===== src/hw/rtl/rhsl_pkg.sv =====
// ----------------------------------------------------------------------------
// RGB to HSL converter package
// Shared widths and the sideband type that rides along the divider row.
// ----------------------------------------------------------------------------
package rhsl_pkg;

    // Field widths of the pixel and of the result word.
    localparam int CH_W    = 8;
    localparam int HUE_W   = 15;
    localparam int SAT_W   = 16;
    localparam int LIGHT_W = 9;

    // Saturation keeps 16 fractional bits, so its dividend is d shifted by 16.
    localparam int SAT_FRAC  = 16;
    localparam int SAT_DVD_W = CH_W + SAT_FRAC;

    // The hue numerator times 60 stays below 6 * 255 * 60, which needs 17 bits.
    localparam int NUM_W      = 11;
    localparam int HUE_PROD_W = 17;

    // Per-pixel data that travels with the division steps unchanged.
    typedef struct packed {
        logic [LIGHT_W-1:0] sum;   // max plus min channel
        logic               grey;  // max equals min
    } t_side;

endpackage


===== src/hw/rtl/rhsl_front.sv =====
// ----------------------------------------------------------------------------
// RGB to HSL front end
// Finds the largest and smallest channel and sets up both divisions.
// ----------------------------------------------------------------------------
module rhsl_front #(
    parameter int HUE_FRAC_BITS = 6,
    parameter int W             = 24
) (
    input  logic [7:0]         i_red,
    input  logic [7:0]         i_green,
    input  logic [7:0]         i_blue,
    output rhsl_pkg::t_side    o_side,
    output logic [7:0]         o_sat_dvsr,
    output logic [W-1:0]       o_sat_dvd,
    output logic [7:0]         o_hue_dvsr,
    output logic [W-1:0]       o_hue_dvd
);

    logic                             red_max;
    logic                             green_max;
    logic [7:0]                       mx;
    logic [7:0]                       mn;
    logic [8:0]                       sum;
    logic [7:0]                       d;
    logic [rhsl_pkg::NUM_W-1:0]       num;
    logic [rhsl_pkg::HUE_PROD_W-1:0]  prod;

    // Sector choice: red wins ties, then green, then blue.
    always_comb begin
        red_max   = (i_red >= i_green) && (i_red >= i_blue);
        green_max = (i_green >= i_blue);
        if (red_max) begin
            mx = i_red;
        end else if (green_max) begin
            mx = i_green;
        end else begin
            mx = i_blue;
        end
        if ((i_red <= i_green) && (i_red <= i_blue)) begin
            mn = i_red;
        end else if (i_green <= i_blue) begin
            mn = i_green;
        end else begin
            mn = i_blue;
        end
        sum = {1'b0, mx} + {1'b0, mn};
        d   = mx - mn;
    end

    // Hue numerator in units of d: offset/60 * d plus the signed difference.
    // The total is never negative, so modular arithmetic on 11 bits is exact.
    always_comb begin
        if (red_max) begin
            if (i_green >= i_blue) begin
                num = {3'b000, i_green} - {3'b000, i_blue};
            end else begin
                num = {1'b0, d, 2'b00} + {2'b00, d, 1'b0}
                      - ({3'b000, i_blue} - {3'b000, i_green});
            end
        end else if (green_max) begin
            num = {2'b00, d, 1'b0} + {3'b000, i_blue} - {3'b000, i_red};
        end else begin
            num = {1'b0, d, 2'b00} + {3'b000, i_red} - {3'b000, i_green};
        end
        // Times 60 as 64 minus 4.
        prod = {num, 6'b000000} - {4'b0000, num, 2'b00};
    end

    // Divider operands: the saturation divisor folds at half lightness.
    always_comb begin
        o_side.sum  = sum;
        o_side.grey = (d == 8'd0);
        if (sum <= 9'd255) begin
            o_sat_dvsr = sum[7:0];
        end else begin
            o_sat_dvsr = 8'(9'd510 - sum);
        end
        o_sat_dvd  = W'({d, {rhsl_pkg::SAT_FRAC{1'b0}}});
        o_hue_dvsr = d;
        o_hue_dvd  = W'(prod) << HUE_FRAC_BITS;
    end

endmodule


===== src/hw/rtl/rhsl_cell.sv =====
// ----------------------------------------------------------------------------
// RGB to HSL divider cell
// One restoring division step for the saturation and the hue lane.
// ----------------------------------------------------------------------------
module rhsl_cell #(
    parameter int W = 24
) (
    input  logic               i_clk,
    input  logic               i_rst_n,
    input  logic               i_en,
    input  logic               i_valid,
    input  rhsl_pkg::t_side    i_side,
    input  logic [7:0]         i_sat_dvsr,
    input  logic [7:0]         i_sat_rem,
    input  logic [W-1:0]       i_sat_dq,
    input  logic [7:0]         i_hue_dvsr,
    input  logic [7:0]         i_hue_rem,
    input  logic [W-1:0]       i_hue_dq,
    output logic               o_valid,
    output rhsl_pkg::t_side    o_side,
    output logic [7:0]         o_sat_dvsr,
    output logic [7:0]         o_sat_rem,
    output logic [W-1:0]       o_sat_dq,
    output logic [7:0]         o_hue_dvsr,
    output logic [7:0]         o_hue_rem,
    output logic [W-1:0]       o_hue_dq
);

    logic               r_valid;
    rhsl_pkg::t_side    r_side;
    logic [7:0]         r_sat_dvsr;
    logic [7:0]         r_sat_rem;
    logic [W-1:0]       r_sat_dq;
    logic [7:0]         r_hue_dvsr;
    logic [7:0]         r_hue_rem;
    logic [W-1:0]       r_hue_dq;

    logic [8:0]         sat_trial;
    logic [8:0]         hue_trial;
    logic               sat_ge;
    logic               hue_ge;
    logic [7:0]         n_sat_rem;
    logic [7:0]         n_hue_rem;

    // Bring down the next dividend bit and subtract the divisor if it fits.
    // The dividend leaves the top of dq while quotient bits enter at the bottom.
    always_comb begin
        sat_trial = {i_sat_rem, i_sat_dq[W-1]};
        hue_trial = {i_hue_rem, i_hue_dq[W-1]};
        sat_ge    = (sat_trial >= {1'b0, i_sat_dvsr});
        hue_ge    = (hue_trial >= {1'b0, i_hue_dvsr});
        n_sat_rem = sat_ge ? 8'(sat_trial - {1'b0, i_sat_dvsr}) : sat_trial[7:0];
        n_hue_rem = hue_ge ? 8'(hue_trial - {1'b0, i_hue_dvsr}) : hue_trial[7:0];
    end

    // Word valid flag.
    always_ff @(posedge i_clk) begin
        if (!i_rst_n) begin
            r_valid <= 1'b0;
        end else if (i_en) begin
            r_valid <= i_valid;
        end
    end

    // Payload moves whenever the cell can take a word.
    always_ff @(posedge i_clk) begin
        if (i_en) begin
            r_side     <= i_side;
            r_sat_dvsr <= i_sat_dvsr;
            r_sat_rem  <= n_sat_rem;
            r_sat_dq   <= {i_sat_dq[W-2:0], sat_ge};
            r_hue_dvsr <= i_hue_dvsr;
            r_hue_rem  <= n_hue_rem;
            r_hue_dq   <= {i_hue_dq[W-2:0], hue_ge};
        end
    end

    assign o_valid    = r_valid;
    assign o_side     = r_side;
    assign o_sat_dvsr = r_sat_dvsr;
    assign o_sat_rem  = r_sat_rem;
    assign o_sat_dq   = r_sat_dq;
    assign o_hue_dvsr = r_hue_dvsr;
    assign o_hue_rem  = r_hue_rem;
    assign o_hue_dq   = r_hue_dq;

endmodule


===== src/hw/rtl/rgb_to_hsl_converter.sv =====
// ----------------------------------------------------------------------------
// RGB to HSL converter
// Converts one 8-bit RGB pixel per clock, while the output is not stalled, into hue, saturation and lightness.
// ----------------------------------------------------------------------------
// The block takes one pixel per clock and delivers one result word per pixel,
// in order. N is the larger of 24 and 17 + HUE_FRAC_BITS: one setup stage
// finds the largest and smallest channel, then a row of N divider cells
// produces one quotient bit of saturation and hue per cell. When the output
// is stalled, empty slots in the row still close up, so the input keeps
// accepting until the row is full. Lightness is max plus min (510 means 1.0),
// saturation is a 16-bit fraction clamped at 65535, and hue is degrees times
// 2^HUE_FRAC_BITS in the low 15 bits.
module rgb_to_hsl_converter #(
    parameter int HUE_FRAC_BITS = 6
) (
    input  logic        i_clk,
    input  logic        i_rst_n,
    input  logic        s_axis_tvalid,
    output logic        s_axis_tready,
    input  logic [23:0] s_axis_tdata,   // red [7:0], green [15:8], blue [23:16]
    output logic        m_axis_tvalid,
    input  logic        m_axis_tready,
    output logic [39:0] m_axis_tdata    // hue [14:0], saturation [30:15],
                                        // lightness_twice [39:31]
);

    localparam int HUE_DVD_W = rhsl_pkg::HUE_PROD_W + HUE_FRAC_BITS;
    localparam int N = (rhsl_pkg::SAT_DVD_W > HUE_DVD_W) ? rhsl_pkg::SAT_DVD_W : HUE_DVD_W;

    logic                  en    [0:N];
    logic                  valid [0:N];
    rhsl_pkg::t_side       side  [0:N];
    logic [7:0]            sat_dvsr [0:N];
    logic [7:0]            sat_rem  [0:N];
    logic [N-1:0]          sat_dq   [0:N];
    logic [7:0]            hue_dvsr [0:N];
    logic [7:0]            hue_rem  [0:N];
    logic [N-1:0]          hue_dq   [0:N];

    rhsl_pkg::t_side       n_side;
    logic [7:0]            n_sat_dvsr;
    logic [N-1:0]          n_sat_dvd;
    logic [7:0]            n_hue_dvsr;
    logic [N-1:0]          n_hue_dvd;

    logic                  r_valid;
    rhsl_pkg::t_side       r_side;
    logic [7:0]            r_sat_dvsr;
    logic [N-1:0]          r_sat_dvd;
    logic [7:0]            r_hue_dvsr;
    logic [N-1:0]          r_hue_dvd;

    logic [rhsl_pkg::HUE_W-1:0]   hue;
    logic [rhsl_pkg::SAT_W-1:0]   sat;

    // Setup logic on the incoming pixel.
    rhsl_front #(
        .HUE_FRAC_BITS (HUE_FRAC_BITS),
        .W             (N)
    ) u_front (
        .i_red      (s_axis_tdata[7:0]),
        .i_green    (s_axis_tdata[15:8]),
        .i_blue     (s_axis_tdata[23:16]),
        .o_side     (n_side),
        .o_sat_dvsr (n_sat_dvsr),
        .o_sat_dvd  (n_sat_dvd),
        .o_hue_dvsr (n_hue_dvsr),
        .o_hue_dvd  (n_hue_dvd)
    );

    // A stage can load when it is empty or the stage after it moves on.
    assign en[N] = !valid[N] || m_axis_tready;
    for (genvar k = 0; k < N; k++) begin : g_en
        assign en[k] = !valid[k] || en[k+1];
    end
    assign s_axis_tready = en[0];

    // Setup stage register.
    always_ff @(posedge i_clk) begin
        if (!i_rst_n) begin
            r_valid <= 1'b0;
        end else if (en[0]) begin
            r_valid <= s_axis_tvalid;
        end
    end

    always_ff @(posedge i_clk) begin
        if (en[0]) begin
            r_side     <= n_side;
            r_sat_dvsr <= n_sat_dvsr;
            r_sat_dvd  <= n_sat_dvd;
            r_hue_dvsr <= n_hue_dvsr;
            r_hue_dvd  <= n_hue_dvd;
        end
    end

    // Both remainders start at zero.
    assign valid[0]    = r_valid;
    assign side[0]     = r_side;
    assign sat_dvsr[0] = r_sat_dvsr;
    assign sat_rem[0]  = 8'd0;
    assign sat_dq[0]   = r_sat_dvd;
    assign hue_dvsr[0] = r_hue_dvsr;
    assign hue_rem[0]  = 8'd0;
    assign hue_dq[0]   = r_hue_dvd;

    // Row of divider cells, one quotient bit per cell.
    for (genvar k = 1; k <= N; k++) begin : g_cell
        rhsl_cell #(
            .W (N)
        ) u_cell (
            .i_clk      (i_clk),
            .i_rst_n    (i_rst_n),
            .i_en       (en[k]),
            .i_valid    (valid[k-1]),
            .i_side     (side[k-1]),
            .i_sat_dvsr (sat_dvsr[k-1]),
            .i_sat_rem  (sat_rem[k-1]),
            .i_sat_dq   (sat_dq[k-1]),
            .i_hue_dvsr (hue_dvsr[k-1]),
            .i_hue_rem  (hue_rem[k-1]),
            .i_hue_dq   (hue_dq[k-1]),
            .o_valid    (valid[k]),
            .o_side     (side[k]),
            .o_sat_dvsr (sat_dvsr[k]),
            .o_sat_rem  (sat_rem[k]),
            .o_sat_dq   (sat_dq[k]),
            .o_hue_dvsr (hue_dvsr[k]),
            .o_hue_rem  (hue_rem[k]),
            .o_hue_dq   (hue_dq[k])
        );
    end

    // Grey pixels report zero hue and saturation; a full quotient clamps.
    always_comb begin
        if (side[N].grey) begin
            hue = '0;
            sat = '0;
        end else begin
            hue = hue_dq[N][rhsl_pkg::HUE_W-1:0];
            if (sat_dq[N][rhsl_pkg::SAT_FRAC]) begin
                sat = '1;
            end else begin
                sat = sat_dq[N][rhsl_pkg::SAT_W-1:0];
            end
        end
    end

    assign m_axis_tvalid = valid[N];
    assign m_axis_tdata  = {side[N].sum, sat, hue};

endmodule


===== config.mk =====
export PLATFORM = sky130hd
export DESIGN_NAME = rgb_to_hsl_converter
export DESIGN_NICKNAME = d
export VERILOG_FILES = /design/src/hw/rtl/rhsl_pkg.sv /design/src/hw/rtl/rhsl_front.sv /design/src/hw/rtl/rhsl_cell.sv /design/src/hw/rtl/rgb_to_hsl_converter.sv
export SDC_FILE = /design/constraint.sdc
export NUM_CORES = 2
export LEC_CHECK = 0
export ABC_AREA = 1
export BUFFER_PORTS_ARGS = -buffer_cell sky130_fd_sc_hd__buf_2
export CORE_ASPECT_RATIO = 0.5
export CORE_MARGIN = 2
export CORE_UTILIZATION = 55
export CTS_CLUSTER_DIAMETER = 100
export DETAILED_ROUTE_END_ITERATION = 10
export GPL_ROUTABILITY_DRIVEN = 0
export HOLD_SLACK_MARGIN = 0.15
export PLACE_DENSITY = 0.71
export SLEW_MARGIN = 10
export SYNTH_ARGS = -nofsm -noshare
export SYNTH_HDL_FRONTEND = slang
export SYNTH_SLANG_ARGS = --single-unit

===== constraint.sdc =====
create_clock -name i_clk -period 12.72 [get_ports i_clk]
set_clock_uncertainty 0.2 [all_clocks]
set_input_delay 1.272 -clock i_clk [delete_from_list [all_inputs] [get_ports i_clk]]
set_output_delay 1.272 -clock i_clk [all_outputs]
set_load 0.02 [all_outputs]

==> results_dict.tcl <==
set metrics [dict create \
    grt_pass1_vias 37598 \
    viasPerCell 5.24 \
    first_iter_violations 2099 \
    slowest_delay_ns 0.63 \
    ctsResizeCount 0 \
    drv_cap 0 \
    synth.largest_area_cell "edfxtp_1" \
    yosysWarningCount 0 \
    tightest_slew_ns 1.17 \
    synth_cell_types 64 \
    hold_viol_final 0 \
    cts_buffer_depth 3 \
    detail-route-antenna-nets 0 \
    area_delta_synth_final_pct 9.17 \
    hold_end "g_cell[4].u_cell.o_hue_dq[19]" \
    grtUsageTotal 0.175 \
    n_antenna_cell 0 \
    crit_arrival_ns 9.68 \
    synth_edf_count 1362 \
    cp_common_cell "inv_1" \
    crit_fanout 29 \
    place_hpwl_um 75500 \
    htreeDepth 3 \
    r2r-start "g_cell[24].u_cell.o_valid" \
    synthFlopType "edfxtp_1" \
    syn_area_um2 64600 \
    totalNegativeSetupSlack_ns 0 \
    postCtsSetupBuffers 0 \
    final-setup-viol-count 0 \
    synth-seq-cells 1387 \
    fin_crit_sh 0.740 \
    initial_core_util 0.558 \
    grt_max_degree 70 \
    insertion_delay_ns 0.72 \
    maxSlewHeadroom 0.219 \
    reg2reg_to "g_cell[5].u_cell.o_side[3]" \
    min_path_type "reg -> reg" \
    num_rows 88 \
    drc 0 \
    die_w_um 489 \
    required_ns 12.99 \
    wirelength_um 103000 \
    clockRootBuffer "clkbuf_16" \
    boundaryPins 70 \
    die-area_um2 120000 \
    async_flop_share 0 \
    routed_wire_length_per_instance_um 14.8 \
    cp-end-kind "register" \
    worstRegToRegCells 15 \
    rsz0062_at_grt "no" \
    period_minus_slack_ns 9.41 \
    status "finished, final reports clean" \
    dieHeight_um 246 \
    coreArea_um2 116000 \
    synth_top_area_share 0.633 \
    dr.pass1.iters 5 \
    hold_path.startpoint "g_cell[3].u_cell.o_hue_dq[18]" \
    finalMaxSlewViolations 0 \
    yosysSeqAreaShare 0.641 \
    cts_tree "done" \
    hold_buffers 0 \
    cts.clk_slew.worst_paths_ns 0.07 \
    cts_sinks 1387 \
    grt_pass1_wl_um 174000 \
    synthCells 5199 \
    portBuffers 69 \
    synth_area_leaders "edfxtp_1, ha_1, inv_1" \
    startpoint "s_axis_tdata[12]" \
    start_kind "input port" \
    cts_buffers 113 \
    crit_slowest_cell "nor2_4" \
    drive_above_1_share 0.0651 \
    nets 5896 \
    antenna_found_initial 0 \
    fmax_mhz 106 \
    syn_avg_cell_area_um2 12.4 \
    worstHoldPathCells 0 \
    overflow 0 \
    num_vias 36709 \
    reg2reg_setup_slack_ns 6.85 \
    worstSetupPathType "in -> reg" \
]
through the flow:
stage / cell area (µm²) / instances / utilization / worst slack [ns] / hold WS (ns)
2_1_floorplan: 64600 / 5201 / - / 3.08 / 0.200
3_3_place_gp: 66700 / 6794 / 0.576 / 3.04 / 0.201
3_5_place_dp: 66700 / 6794 / 0.576 / 2.78 / 0.205
4_1_cts: 70500 / 7006 / 0.609 / 3.54 / 0.214
5_1_grt: 70500 / 7009 / 0.609 / 2.93 / 0.217
6_report: 70500 / 7009 / 0.609 / 3.31 / 0.207
logic make-up (layout without fill, tap and decap cells):
| logic type | Yosys count | in the layout | share of synthesized area |
|---|---|---|---|
| flip-flops | 1387 | 1387 | 0.641 |
| AND/OR/NAND/NOR | 1258 | 1258 | 0.0828 |
| AO/OA/AOI/OAI | 883 | 883 | 0.0762 |
| buffers and inverters | 863 | 1096 | 0.0518 |
| adder cells (fa/ha/maj) | 531 | 531 | 0.111 |
| XOR/XNOR | 274 | 274 | 0.0372 |
| multiplexers | 2 | 2 | 0.000349 |
| other | 1 | 3 | 0.0000581 |
cell usage in the layout (no fill, tap or decap), types with 21 or more instances in the layout:
cell	Yosys	routed
buf_2	20	69
xor2_1	196	196
nand3_1	79	79
nand4_1	54	54
o31ai_1	22	22
fa_1	67	67
nand2_1	445	440
inv_1	780	769
clkbuf_1	37	29
nor3_1	42	42
a31oi_1	24	24
clkbuf_16	0	115
edfxtp_1	1362	1362
o21ai_0	262	262
o21bai_1	21	21
dfxtp_1	25	25
o22ai_1	25	25
nor2_1	573	573
a211oi_1	29	29
o211ai_1	21	21
xnor2_1	78	78
buf_4	12	26
a21oi_1	429	429
ha_1	464	464
routing by layer:
metal / GRT usage / routed length (µm) / up-vias
li1: - / - / 18329
met1: 0.192 / 40600 / 17348
met2: 0.335 / 54700 / 745
met3: 0.0291 / 3840 / 287
met4: 0.0728 / 4220 / 0
met5: 0 / 0 / -
worst max path at each step:
stage / depth (start not counted) / slack [ns] / to
global placement: 42 / 3.04 / r_hue_dvd[21]
detailed placement: 43 / 2.78 / r_hue_dvd[21]
CTS: 43 / 3.54 / r_hue_dvd[21]
floorplan: 14 / 3.08 / s_axis_tready
finish: 43 / 3.31 / r_hue_dvd[21]
global route: 43 / 2.93 / r_hue_dvd[21]
critical path: cells and delay by family:
kind / cells / cell delay, ns
AOI/OAI and AO/OA: 10 / 1.84
xor gates and xnor gates: 1 / 0.62
adders and majority gates: 5 / 2.04
buffers and inverters: 9 / 1.35
and+or+nand+nor: 18 / 2.51
registers in the layout, summed over array words and instances (netlist names), 8 cells and up:
register	count
g_cell.u_cell.o_hue_rem	184
g_cell.u_cell.o_hue_dq	240
r_hue_dvsr	8
g_cell.u_cell.o_sat_rem	184
r_side	9
g_cell.u_cell.o_hue_dvsr	184
g_cell.u_cell.o_valid	24
g_cell.u_cell.o_sat_dvsr	161
r_hue_dvd	15
g_cell.u_cell.o_sat_dq	153
g_cell.u_cell.o_side	217
layout make-up:
| class | instances | area, µm² |
|---|---|---|
| fillers | 8619 | 45300 |
| flip-flops and latches | 1387 | 41400 |
| multi-input cells | 2951 | 19900 |
| clock buffers | 153 | 3110 |
| inverters | 789 | 2960 |
| well taps | 1575 | 1970 |
| clock inverters | 59 | 653 |
| repair buffers | 95 | 541 |
cell usage after synthesis, types with 5 or more instances:
cell type	instances
o211ai_1	21
dfxtp_1	25
nor2_1	573
a211oi_1	29
nor3_1	42
fa_1	67
nand3_1	79
o21ai_0	262
nand4_1	54
a31oi_1	24
a21oi_2	8
o31ai_1	22
ha_1	464
o22ai_1	25
xor2_1	196
buf_2	20
inv_2	8
buf_4	12
nor4_1	7
nor2_2	5
nand2_1	445
nand4_4	5
nor2_4	10
xnor2_1	78
nand2_2	6
clkbuf_1	37
a21oi_1	429
inv_1	780
edfxtp_1	1362
a311oi_1	6
o21bai_1	21
a21o_1	6
or2_2	11
Power is left out: the tool's default activity adds up to more than one toggle a clock period on the data nets, which glitch-free logic cannot reach.
